--- config.mk ---
export PLATFORM = sky130hd
export DESIGN_NAME = deque_with_extract_max_top
export DESIGN_NICKNAME = d
export VERILOG_FILES = /design/src/rtl/core/deq_pkg.sv /design/src/rtl/core/deq_datapath.sv /design/src/rtl/core/deq_ctrl.sv /design/src/rtl/core/deque_with_extract_max_top.sv
export SDC_FILE = /design/constraint.sdc
export NUM_CORES = 1
export LEC_CHECK = 0
export ABC_AREA = 1
export BUFFER_PORTS_ARGS = -buffer_cell sky130_fd_sc_hd__buf_2
export CORE_AREA = 2 2 253 255
export DETAILED_ROUTE_END_ITERATION = 12
export DIE_AREA = 0 0 255 257
export GPL_TIMING_DRIVEN = 0
export PLACE_DENSITY = 0.66
export SKIP_LAST_GASP = 1
export SLEW_MARGIN = 20
export SYNTH_ARGS = -nofsm -noshare
export SYNTH_HDL_FRONTEND = slang
export SYNTH_SLANG_ARGS = --single-unit
--- constraint.sdc ---
create_clock -name clk_i -period 7.8 [get_ports clk_i]
set_input_delay 1.56 -clock clk_i [delete_from_list [all_inputs] [get_ports clk_i]]
set_output_delay 1.56 -clock clk_i [all_outputs]
set_load 0.005 [all_outputs]
--- src/rtl/core/deq_pkg.sv ---
// deq_pkg: shared types and codes for the deque with pop max
// payload structs, operation kinds, status codes and controller/datapath links
// no dependencies
package deq_pkg;

  localparam logic [2:0] KIND_PUSH_BACK  = 3'd0;
  localparam logic [2:0] KIND_PUSH_FRONT = 3'd1;
  localparam logic [2:0] KIND_POP_BACK   = 3'd2;
  localparam logic [2:0] KIND_POP_FRONT  = 3'd3;
  localparam logic [2:0] KIND_POP_MAX    = 3'd4;
  localparam logic [2:0] KIND_PEEK_BACK  = 3'd5;
  localparam logic [2:0] KIND_PEEK_FRONT = 3'd6;
  localparam logic [2:0] KIND_NOP        = 3'd7;

  localparam logic [1:0] ST_OK    = 2'd0;
  localparam logic [1:0] ST_EMPTY = 2'd1;
  localparam logic [1:0] ST_FULL  = 2'd2;

  typedef struct packed {
    logic [2:0]         kind;
    logic signed [31:0] value;
  } deq_in_t;

  typedef struct packed {
    logic signed [31:0] result_value;
    logic [1:0]         status;
    logic [4:0]         occupancy;
  } deq_out_t;

  typedef struct packed {
    logic accept;
    logic push;
    logic emit_now;
    logic rd_end;
    logic finish_end;
    logic scan_start;
    logic scan_step;
    logic move_start;
    logic move_step;
    logic finish_max;
  } deq_cmd_t;

  typedef struct packed {
    logic is_push;
    logic is_nop;
    logic is_popmax;
    logic full;
    logic empty;
    logic scan_done;
    logic has_next;
    logic move_done;
  } deq_sts_t;

endpackage

--- src/rtl/core/deq_datapath.sv ---
// deq_datapath: entry memory, front pointer, count, max scan and compaction
// driven by deq_ctrl through deq_cmd_t, reports back through deq_sts_t
// depends on deq_pkg
module deq_datapath #(
  parameter int unsigned DEPTH = 16
) (
  input  logic              clk_i,
  input  logic              rst_ni,
  input  deq_pkg::deq_in_t  in_i,
  input  deq_pkg::deq_cmd_t cmd_i,
  output deq_pkg::deq_sts_t sts_o,
  output deq_pkg::deq_out_t result_o
);
  import deq_pkg::*;

  localparam int unsigned AW = $clog2(DEPTH);
  localparam int unsigned CW = $clog2(DEPTH + 1);
  localparam logic [AW:0]   DEPTH_X = (AW+1)'(DEPTH);
  localparam logic [CW-1:0] DEPTH_C = CW'(DEPTH);

  logic [31:0]        mem [DEPTH];
  logic signed [31:0] rdata_q;
  logic [2:0]         kind_q;
  logic signed [31:0] value_q;
  logic [AW-1:0]      front_q;
  logic [CW-1:0]      count_q;
  logic [CW-1:0]      idx_q;
  logic [AW-1:0]      best_q;
  logic signed [31:0] best_val_q;
  logic [AW-1:0]      mov_q;
  deq_out_t           res_q;

  logic [CW-1:0] cm1;
  logic [CW-1:0] idx_m1;
  logic [CW:0]   best_p1;
  logic [CW:0]   mov_p2;
  logic [AW-1:0] front_dec;
  logic [AW-1:0] front_inc;
  logic          scan_done;
  logic          move_done;
  logic          rd_en;
  logic [AW-1:0] rd_addr;
  logic          we;
  logic [AW-1:0] waddr;
  logic [31:0]   wdata;

  function automatic logic [AW-1:0] slot(input logic [AW-1:0] f, input logic [AW-1:0] o);
    logic [AW:0] sum;
    sum = {1'b0, f} + {1'b0, o};
    if (sum >= DEPTH_X) begin
      sum = sum - DEPTH_X;
    end
    return sum[AW-1:0];
  endfunction

  always_comb begin
    cm1       = count_q - 1'b1;
    idx_m1    = idx_q - 1'b1;
    best_p1   = (CW+1)'(best_q) + (CW+1)'(1);
    mov_p2    = (CW+1)'(mov_q) + (CW+1)'(2);
    front_dec = (front_q == '0) ? AW'(DEPTH - 1) : front_q - 1'b1;
    front_inc = slot(front_q, AW'(1));
    scan_done = (idx_q == count_q);
    move_done = (mov_p2 >= {1'b0, count_q});
  end

  always_comb begin
    sts_o.is_push   = (kind_q == KIND_PUSH_BACK) || (kind_q == KIND_PUSH_FRONT);
    sts_o.is_nop    = (kind_q == KIND_NOP);
    sts_o.is_popmax = (kind_q == KIND_POP_MAX);
    sts_o.full      = (count_q == DEPTH_C);
    sts_o.empty     = (count_q == '0);
    sts_o.scan_done = scan_done;
    sts_o.has_next  = (best_p1 < {1'b0, count_q});
    sts_o.move_done = move_done;
  end

  // memory port selection
  always_comb begin
    rd_en   = 1'b0;
    rd_addr = front_q;
    we      = 1'b0;
    waddr   = front_q;
    wdata   = value_q;
    if (cmd_i.push) begin
      we = 1'b1;
      if (kind_q == KIND_PUSH_FRONT) begin
        waddr = front_dec;
      end else begin
        waddr = slot(front_q, count_q[AW-1:0]);
      end
    end
    if (cmd_i.move_step) begin
      we    = 1'b1;
      waddr = slot(front_q, mov_q);
      wdata = rdata_q;
    end
    if (cmd_i.rd_end) begin
      rd_en = 1'b1;
      if (kind_q inside {KIND_POP_BACK, KIND_PEEK_BACK}) begin
        rd_addr = slot(front_q, cm1[AW-1:0]);
      end else begin
        rd_addr = front_q;
      end
    end
    if (cmd_i.scan_start) begin
      rd_en   = 1'b1;
      rd_addr = front_q;
    end
    if (cmd_i.scan_step && !scan_done) begin
      rd_en   = 1'b1;
      rd_addr = slot(front_q, idx_q[AW-1:0]);
    end
    if (cmd_i.move_start) begin
      rd_en   = 1'b1;
      rd_addr = slot(front_q, best_p1[AW-1:0]);
    end
    if (cmd_i.move_step && !move_done) begin
      rd_en   = 1'b1;
      rd_addr = slot(front_q, mov_p2[AW-1:0]);
    end
  end

  always_ff @(posedge clk_i) begin
    if (we) begin
      mem[waddr] <= wdata;
    end
    if (rd_en) begin
      rdata_q <= mem[rd_addr];
    end
  end

  always_ff @(posedge clk_i or negedge rst_ni) begin
    if (!rst_ni) begin
      front_q <= '0;
      count_q <= '0;
    end else begin
      if (cmd_i.push) begin
        count_q <= count_q + 1'b1;
        if (kind_q == KIND_PUSH_FRONT) begin
          front_q <= front_dec;
        end
      end
      if (cmd_i.finish_end && (kind_q inside {KIND_POP_BACK, KIND_POP_FRONT})) begin
        count_q <= cm1;
        if (kind_q == KIND_POP_FRONT) begin
          front_q <= front_inc;
        end
      end
      if (cmd_i.finish_max) begin
        count_q <= cm1;
      end
    end
  end

  always_ff @(posedge clk_i) begin
    if (cmd_i.accept) begin
      kind_q  <= in_i.kind;
      value_q <= in_i.value;
    end
    if (cmd_i.scan_start) begin
      idx_q <= CW'(1);
    end
    if (cmd_i.scan_step) begin
      if ((idx_q == CW'(1)) || (rdata_q > best_val_q)) begin
        best_q     <= idx_m1[AW-1:0];
        best_val_q <= rdata_q;
      end
      if (!scan_done) begin
        idx_q <= idx_q + 1'b1;
      end
    end
    if (cmd_i.move_start) begin
      mov_q <= best_q;
    end
    if (cmd_i.move_step) begin
      mov_q <= mov_q + 1'b1;
    end
    if (cmd_i.push) begin
      res_q.result_value <= '0;
      res_q.status       <= ST_OK;
      res_q.occupancy    <= 5'(count_q + 1'b1);
    end
    if (cmd_i.emit_now) begin
      res_q.result_value <= '0;
      res_q.occupancy    <= 5'(count_q);
      if (sts_o.is_push) begin
        res_q.status <= ST_FULL;
      end else if (sts_o.is_nop) begin
        res_q.status <= ST_OK;
      end else begin
        res_q.status <= ST_EMPTY;
      end
    end
    if (cmd_i.finish_end) begin
      res_q.result_value <= rdata_q;
      res_q.status       <= ST_OK;
      if (kind_q inside {KIND_POP_BACK, KIND_POP_FRONT}) begin
        res_q.occupancy <= 5'(cm1);
      end else begin
        res_q.occupancy <= 5'(count_q);
      end
    end
    if (cmd_i.finish_max) begin
      res_q.result_value <= best_val_q;
      res_q.status       <= ST_OK;
      res_q.occupancy    <= 5'(cm1);
    end
  end

  assign result_o = res_q;

endmodule

--- src/rtl/core/deq_ctrl.sv ---
// deq_ctrl: operation sequencer for the deque
// issues deq_cmd_t to deq_datapath from its deq_sts_t, drives busy and done
// depends on deq_pkg
module deq_ctrl (
  input  logic              clk_i,
  input  logic              rst_ni,
  input  logic              start,
  output logic              busy,
  output logic              done_o,
  input  deq_pkg::deq_sts_t sts_i,
  output deq_pkg::deq_cmd_t cmd_o
);
  import deq_pkg::*;

  localparam logic [2:0] S_IDLE     = 3'd0;
  localparam logic [2:0] S_DISPATCH = 3'd1;
  localparam logic [2:0] S_READ     = 3'd2;
  localparam logic [2:0] S_SCAN     = 3'd3;
  localparam logic [2:0] S_MSTART   = 3'd4;
  localparam logic [2:0] S_MOVE     = 3'd5;

  logic [2:0] state_q;
  logic [2:0] state_d;
  logic       done_q;
  logic       done_d;

  always_comb begin
    state_d = state_q;
    cmd_o   = '0;
    case (state_q)
      S_IDLE: begin
        if (start) begin
          cmd_o.accept = 1'b1;
          state_d      = S_DISPATCH;
        end
      end
      S_DISPATCH: begin
        state_d = S_IDLE;
        if (sts_i.is_push) begin
          if (sts_i.full) begin
            cmd_o.emit_now = 1'b1;
          end else begin
            cmd_o.push = 1'b1;
          end
        end else if (sts_i.is_nop || sts_i.empty) begin
          cmd_o.emit_now = 1'b1;
        end else if (sts_i.is_popmax) begin
          cmd_o.scan_start = 1'b1;
          state_d          = S_SCAN;
        end else begin
          cmd_o.rd_end = 1'b1;
          state_d      = S_READ;
        end
      end
      S_READ: begin
        cmd_o.finish_end = 1'b1;
        state_d          = S_IDLE;
      end
      S_SCAN: begin
        cmd_o.scan_step = 1'b1;
        if (sts_i.scan_done) begin
          state_d = S_MSTART;
        end
      end
      S_MSTART: begin
        if (sts_i.has_next) begin
          cmd_o.move_start = 1'b1;
          state_d          = S_MOVE;
        end else begin
          cmd_o.finish_max = 1'b1;
          state_d          = S_IDLE;
        end
      end
      S_MOVE: begin
        cmd_o.move_step = 1'b1;
        if (sts_i.move_done) begin
          cmd_o.finish_max = 1'b1;
          state_d          = S_IDLE;
        end
      end
      default: begin
        state_d = S_IDLE;
      end
    endcase
  end

  assign done_d = cmd_o.push | cmd_o.emit_now | cmd_o.finish_end | cmd_o.finish_max;

  always_ff @(posedge clk_i or negedge rst_ni) begin
    if (!rst_ni) begin
      state_q <= S_IDLE;
      done_q  <= 1'b0;
    end else begin
      state_q <= state_d;
      done_q  <= done_d;
    end
  end

  assign busy   = (state_q != S_IDLE);
  assign done_o = done_q;

endmodule

--- src/rtl/core/deque_with_extract_max_top.sv ---
// deque_with_extract_max_top: bounded deque of signed 32-bit values with pop max
// joins deq_ctrl and deq_datapath; depends on deq_pkg
//
// usage:
//   an operation beat is taken at a rising edge with start high and busy low;
//   in_i carries the kind and the value to push
//   every operation gives one result beat: done_o is high for exactly one cycle
//   with result_o holding the popped or peeked value, status and occupancy
//   the receiver cannot stall, so each result beat is taken in its done_o cycle
// steps from the accepting edge; done_o is registered after the last one:
//   push, failed or empty operation, unused kind: dispatch state only
//   pop and peek at either end: dispatch, then read (registered memory read)
//   pop max: dispatch, a scan over the n entries, a move start, then a move
//   of the m entries behind the maximum one place forward, if m is not zero
// one operation is in flight at a time; busy drops as its result beat appears,
// so the next beat can be taken at the edge that ends it
// reset empties the deque and sets the front pointer to slot zero; the entry
// memory itself is not cleared
module deque_with_extract_max_top #(
  parameter int unsigned DEPTH = 16
) (
  input  logic             clk_i,
  input  logic             rst_ni,
  input  logic             start,
  output logic             busy,
  input  deq_pkg::deq_in_t in_i,
  output logic             done_o,
  output deq_pkg::deq_out_t result_o
);
  import deq_pkg::*;

  deq_cmd_t cmd;
  deq_sts_t sts;

  deq_ctrl u_ctrl (
    .clk_i  (clk_i),
    .rst_ni (rst_ni),
    .start  (start),
    .busy   (busy),
    .done_o (done_o),
    .sts_i  (sts),
    .cmd_o  (cmd)
  );

  deq_datapath #(
    .DEPTH (DEPTH)
  ) u_datapath (
    .clk_i    (clk_i),
    .rst_ni   (rst_ni),
    .in_i     (in_i),
    .cmd_i    (cmd),
    .sts_o    (sts),
    .result_o (result_o)
  );

endmodule
* After elaboration in Yosys (flattened, before gate mapping) *
Memories as Yosys holds them, arrays and structs flattened. A register that Yosys moved wholly into a read port is not among the register bits.
Index checks and enable logic that the tools add are counted.

word-level totals
  register bits after elaboration = 132
  RAM bits = 512
  input bits = 38
  output and inout bits = 41
  word-level logic and storage cells = 165
  memories kept = 1

operators by class
  add/sub/neg operators = 22
  magnitude comparators = 10
  equal/unequal tests = 17
  mux-type cells = 77
  bitwise operators = 3
  reduce and logical (&&, ||, !) cells = 22

memories
  name            depth  bits a word  read ports  clocked after memory_dff  write ports  line                source
  u_datapath.mem  16     32           1           1                         1            deq_datapath.sv:21  logic [31:0] mem [DEPTH];

operator list
  operator               number
  $mux W39               4
  $mux W4                23
  $sub A4 B1 Y4 const B  9
  $ge A5 B5 Y1 const B   7
  $mux W5                7
  $gt A32 B32 Y1         1
  $mux W1                32
  $mux W32               1
  $add A4 B4 Y5          6
  $mux W3                6
  $eq A3 B3 Y1 const B   5
  $pmux W3 S5            1
  $eq A3 B2 Y1 const B   4
  $add A4 B1 Y5 const B  2
  $add A5 B1 Y5 const B  2
  $reduce_bool A2 Y1     4
  $eq A3 B1 Y1 const B   2
  $ge A6 B5 Y1           1
  $logic_not A3 Y1       2
  $lt A6 B5 Y1           1
  $reduce_bool A3 Y1     2
  $add A4 B2 Y5 const B  1
  $eq A5 B1 Y1 const B   1
  $eq A5 B5 Y1           1
  other kinds (17)       26

* Longest topological paths before layout *
  word-level depth = 10
  gate-level depth with buffers = 20
  mapped depth without buffers = 18

* By module *
From an unflattened synthesis, not the netlist that was laid out.

unflattened totals
  cells, all modules = 2949
  area, all modules = 30910.9 um^2

modules (own cells, without submodules)
  module        times used  cells each  area each (um^2)  seq. area each (um^2)
  deq_datapath  1           2899        30600.6           20064.2
  deq_ctrl      1           50          310.3             100.1

* Worst setup path before layout *
No wires, ideal clock.

  kind = flip-flop to flip-flop
  start point = register u_datapath.front_q[1]
  end point = memory u_datapath.mem[14][0], enable pin
  setup time = 0.421 ns
  data arrival time = 3.382 ns
  required time = 7.379 ns
  slack = 3.997 ns
  stages on the path, launching flop included = 10
  path buffers = 0
  clock period less this slack = 3.803 ns
  cells stage by stage = dfrtp_1 -> inv_1 -> fa_1 -> nand2_1 -> nand2_1 -> nand2_1 -> o21ai_0 -> o21ai_0 -> nand3_1 -> nor2_1

between the ends
  cells in the longest elaborated chain, start to end = 6
  elaborated cells on any way between the ends = 14
  classes of those cells = 5 x add/sub; 2 x order compare; 6 x mux; 1 x reduce/logical

ends and longest elaborated chain
  item                                           line                                    source
  from (decl)                                    deq_datapath.sv:25                      logic [AW-1:0] front_q;
  from (signal assigned)                         deq_datapath.sv:141                     front_q <= front_dec;
  from (signal assigned)                         deq_datapath.sv:147                     front_q <= front_inc;
  $add A4 B4 Y5                                  deq_datapath.sv:49                      sum = {1'b0, f} + {1'b0, o};
  $sub A4 B1 Y4 or $ge A5 B5 Y1 (tied branches)  deq_datapath.sv:51, deq_datapath.sv:50
  $mux W4                                        deq_datapath.sv:50                      if (sum >= DEPTH_X) begin
  $mux W4                                        deq_datapath.sv:87                      if (kind_q == KIND_PUSH_FRONT) begin
  $mux W4                                        deq_datapath.sv:85                      if (cmd_i.push) begin
  $mux W4 (*)                                    deq_datapath.sv:93                      if (cmd_i.move_step) begin
  to (decl)                                      deq_datapath.sv:21

Every way passes the cells marked *; elsewhere a longest branch is shown, timed or not.

* Worst setup path after layout *
  start point = register u_datapath.rdata_q[31], read port of u_datapath.mem
  end point = register u_datapath.best_val_q[23], enable pin

between the ends
  cells in the longest elaborated chain, start to end = 3

ends and longest elaborated chain
  item                                line                 source
  from (decl)                         deq_datapath.sv:22   logic signed [31:0] rdata_q;
  $gt A32 B32 Y1                      deq_datapath.sv:165  if ((idx_q == CW'(1)) || (rdata_q > best_val_q)) begin
  $logic_or A1 B1 Y1                  deq_datapath.sv:165
  $reduce_and A2 Y1 (no source line)  --
  to (signal assigned)                deq_datapath.sv:167  best_val_q <= rdata_q;
  to (decl)                           deq_datapath.sv:29   logic signed [31:0] best_val_q;

No other way between the ends.
A chain may end at the register's enable or synchronous reset.

==> results.cfg <==
[yosys]
synthMuxAreaShare_pct = 0.0321
synth_area_leaders = edfxtp_1 (63%), nand3_1 (9.9%), nand2_1 (7.2%), inv_1 (5.5%), ha_1 (2.8%)
seq_area_frac_synth_pct = 64.6
syn_inst = 2926
ys_ff_latch = 676
synth_xor_xnor_area_share_pct = 0.870
syn_area_sq_mm = 0.0312
yosys.area_share.simple_pct = 20.0
syn_nets = 3040
yosys.area.top_type_share_pct = 63.1
synth_top_family_by_area = simple AND/OR/NAND/NOR gates
synth-compound-area-share_pct = 2.79
ys_types = 46
yosys.area_share.adder_pct = 3.19
syn_avg_cell_area_sq_um = 10.7
yosys_warnings = 0
synth_area_leader_cell = edfxtp_1

[critical_path]
cp_max_fo = 17
crit_path_start_kind = register
critPathMaxStageDelay_ns = 1.03
path_buf_inv = 2
path_delay_family = simple AND/OR/NAND/NOR gates
cp_data_arrival_time_ns = 4.87
r2r_end = u_datapath.best_val_q[23]
rr_worst_depth = 11
r2r_slack_ns = 3.23
path_cells = ha_1 > nand2_1 > nor2_1 > nand4_1 > nor4_1 > o21ai_0 > nand3_1 > nand3_1 > a21oi_4 > buf_16 > buf_16
timing_worst_setup_path_type = reg2reg
end_kind = register
worstReg2RegStart = u_datapath.rdata_q[31]
cp.required_ns = 8.10
crit_slowest_cell = nor4_1

[timing]
hold_viol = 0
finalSetupViolCount = 0
tns_ns = 0
fin_skew_ns = 0.0238
fin_crit_sh_pct = 58.6
worst-slew-pin-transition_ns = 1.25
slew_viol_final = 0
finalCriticalPeriod_ns = 4.57
fmax_mhz = 219
maxSlewHeadroom_pct = 15.7
rsz0062_at_grt = false

[drt]
wl_per_cell_um = 22.0
post-route-drc-count = 0
drtPass1Iterations = 6
vias = 22300
route.antenna.remaining_nets = 0
drt-initial-drc-count = 2556
viasPerCell = 5.55
routed_wl_um = 88500

[global_route]
gr-total-overflow = 0
grt_pass1_wl_um = 131000
antenna_found_initial = 3
grt_max_degree = 23
grtUsageTotal_pct = 27.1
grt_pass1_vias = 21800

[die]
rows = 92
core_sq_mm = 0.0627
initial_utilization_pct = 49.8
die_h_um = 257
die_x_um = 255
ioPinCount = 79
dieArea_sq_mm = 0.0655

[min_path]
hold_depth = 0
whs_endpoint = u_datapath.best_val_q[0]
hp-start = u_datapath.rdata_q[0]
hold_class = reg2reg

[cells_and_area]
layout.cells.most_common_list = edfxtp_1 (656), nand3_1 (618), nand2_1 (599), inv_1 (457), buf_2 (153)
drive_gt1_share_pct = 12.5
fin_util_pct = 57.4
fin_area_sq_mm = 0.0360
fin_nets = 3233
stdcell_count = 4021
area_delta_synth_final_pct = 15.4
fill_cells = 5109
layout_commonest_cell = edfxtp_1

[clocking]
cts_setup_buffers = 0
h-tree-depth = 3
clk_latency_ns = 0.62
path_clk_slew_ns = 0.07
cts_sinks = 676
hold_buffers = 0
tritoncts = yes
numCtsBuffers = 71
clockBufferDepth = 3
cts_root_buffer = clkbuf_16
cts.repair.resized = 0

[place]
io_buffers = 78
hpwlAfterDp_um = 62400
numPlacedInstances = 3892
place.gp.congestion = 0.894
dpl_cell_area_sq_mm = 0.0336

[run_status]
status = complete, no violations

[run]
cap_violations = 0
==> sequential cells by signal, summed over array words and instances, names as in the netlist <==
signal and cells:
u_datapath.mem 512, u_datapath.result_o 39, u_datapath.best_val_q 32, u_datapath.rdata_q 32, u_datapath.value_q 32, u_datapath.count_q 5, u_datapath.idx_q 5, u_datapath.best_q 4
u_datapath.front_q 4, u_datapath.mov_q 4, u_ctrl.state_q 3, u_datapath.kind_q 3, u_ctrl.done_o 1
==> layout make-up <==
cell class	instances	area, sq um	share of cell area (%)
antenna	1	2.50	0.00695
buffer	155	915	2.54
clock buffer	88	1900	5.29
clock inverter	40	467	1.30
inverter	465	1750	4.85
multi-input combinational	1630	8610	23.9
sequential	676	20200	56.0
tap	846	1060	2.94
timing repair buffer	120	1150	3.20
==> stage by stage <==
| step | setup WS, ns | hold WS [ns] |
|---|---|---|
| after floorplan | 4.00 | 0.426 |
| after global placement | 0.787 | 0.435 |
| after detailed placement | 3.43 | 0.459 |
| after CTS | 3.38 | 0.472 |
| after global routing | 3.20 | 0.487 |
| final | 3.23 | 0.466 |
==> worst max-delay path by stage <==
stage | start | to | slack [ns] | depth (start not counted)
5_1_grt | u_datapath.front_q[1] | u_datapath.mem[9][14] | 3.20 | 10
6_report | u_datapath.rdata_q[31] | u_datapath.best_val_q[23] | 3.23 | 11
3_5_place_dp | u_datapath.rdata_q[31] | u_datapath.best_val_q[17] | 3.43 | 11
3_3_place_gp | u_datapath.rdata_q[31] | u_datapath.best_val_q[11] | 0.79 | 9
4_1_cts | u_datapath.rdata_q[31] | u_datapath.best_val_q[17] | 3.38 | 11
2_1_floorplan | u_datapath.front_q[1] | u_datapath.mem[14][0] | 4.00 | 9
==> metal layers <==
layer | GRT usage, % | wire length [um] | up-vias
li1 | - | - | 10300
met4 | 12.5 | 3850 | 0
met5 | 0 | 0 | -
met1 | 35.4 | 35000 | 10700
met2 | 44.0 | 41900 | 1081
met3 | 4.91 | 7730 | 210
==> synth_stat cells, drive strengths merged <==
library cell / n
o221ai: 5
nand3b: 71
o22ai: 2
a22oi: 2
nand3: 622
o21ai: 97
nand4: 10
dfrtp: 13
fa: 6
edfxtp: 656
xor2: 21
clkbuf: 35
o21bai: 2
ha: 70
o211ai: 7
a21boi: 1
nor2: 44
a21oi: 31
o21a: 1
nand2: 604
inv: 465
nor3b: 1
a31oi: 3
mux2i: 1
or2: 2
nor4: 2
a21o: 5
xnor2: 10
o311ai: 1
buf: 120
nor3: 6
and2: 1
and3: 1
dfxtp: 7
a31o: 1
==> cells by family (layout without fill, tap and decap cells) <==
kind of cell    count (synthesis)  after routing
simple gates                 1364           1364
flops                         676            676
buf+inv                       620            868
compound gates                158            158
fa+ha+maj                      76             76
xor+xnor                       31             31
mux                             1              1
other cells                     0              1
Power is left out: the tool's default activity adds up to more than one toggle a clock period on the data nets, which glitch-free logic cannot reach.
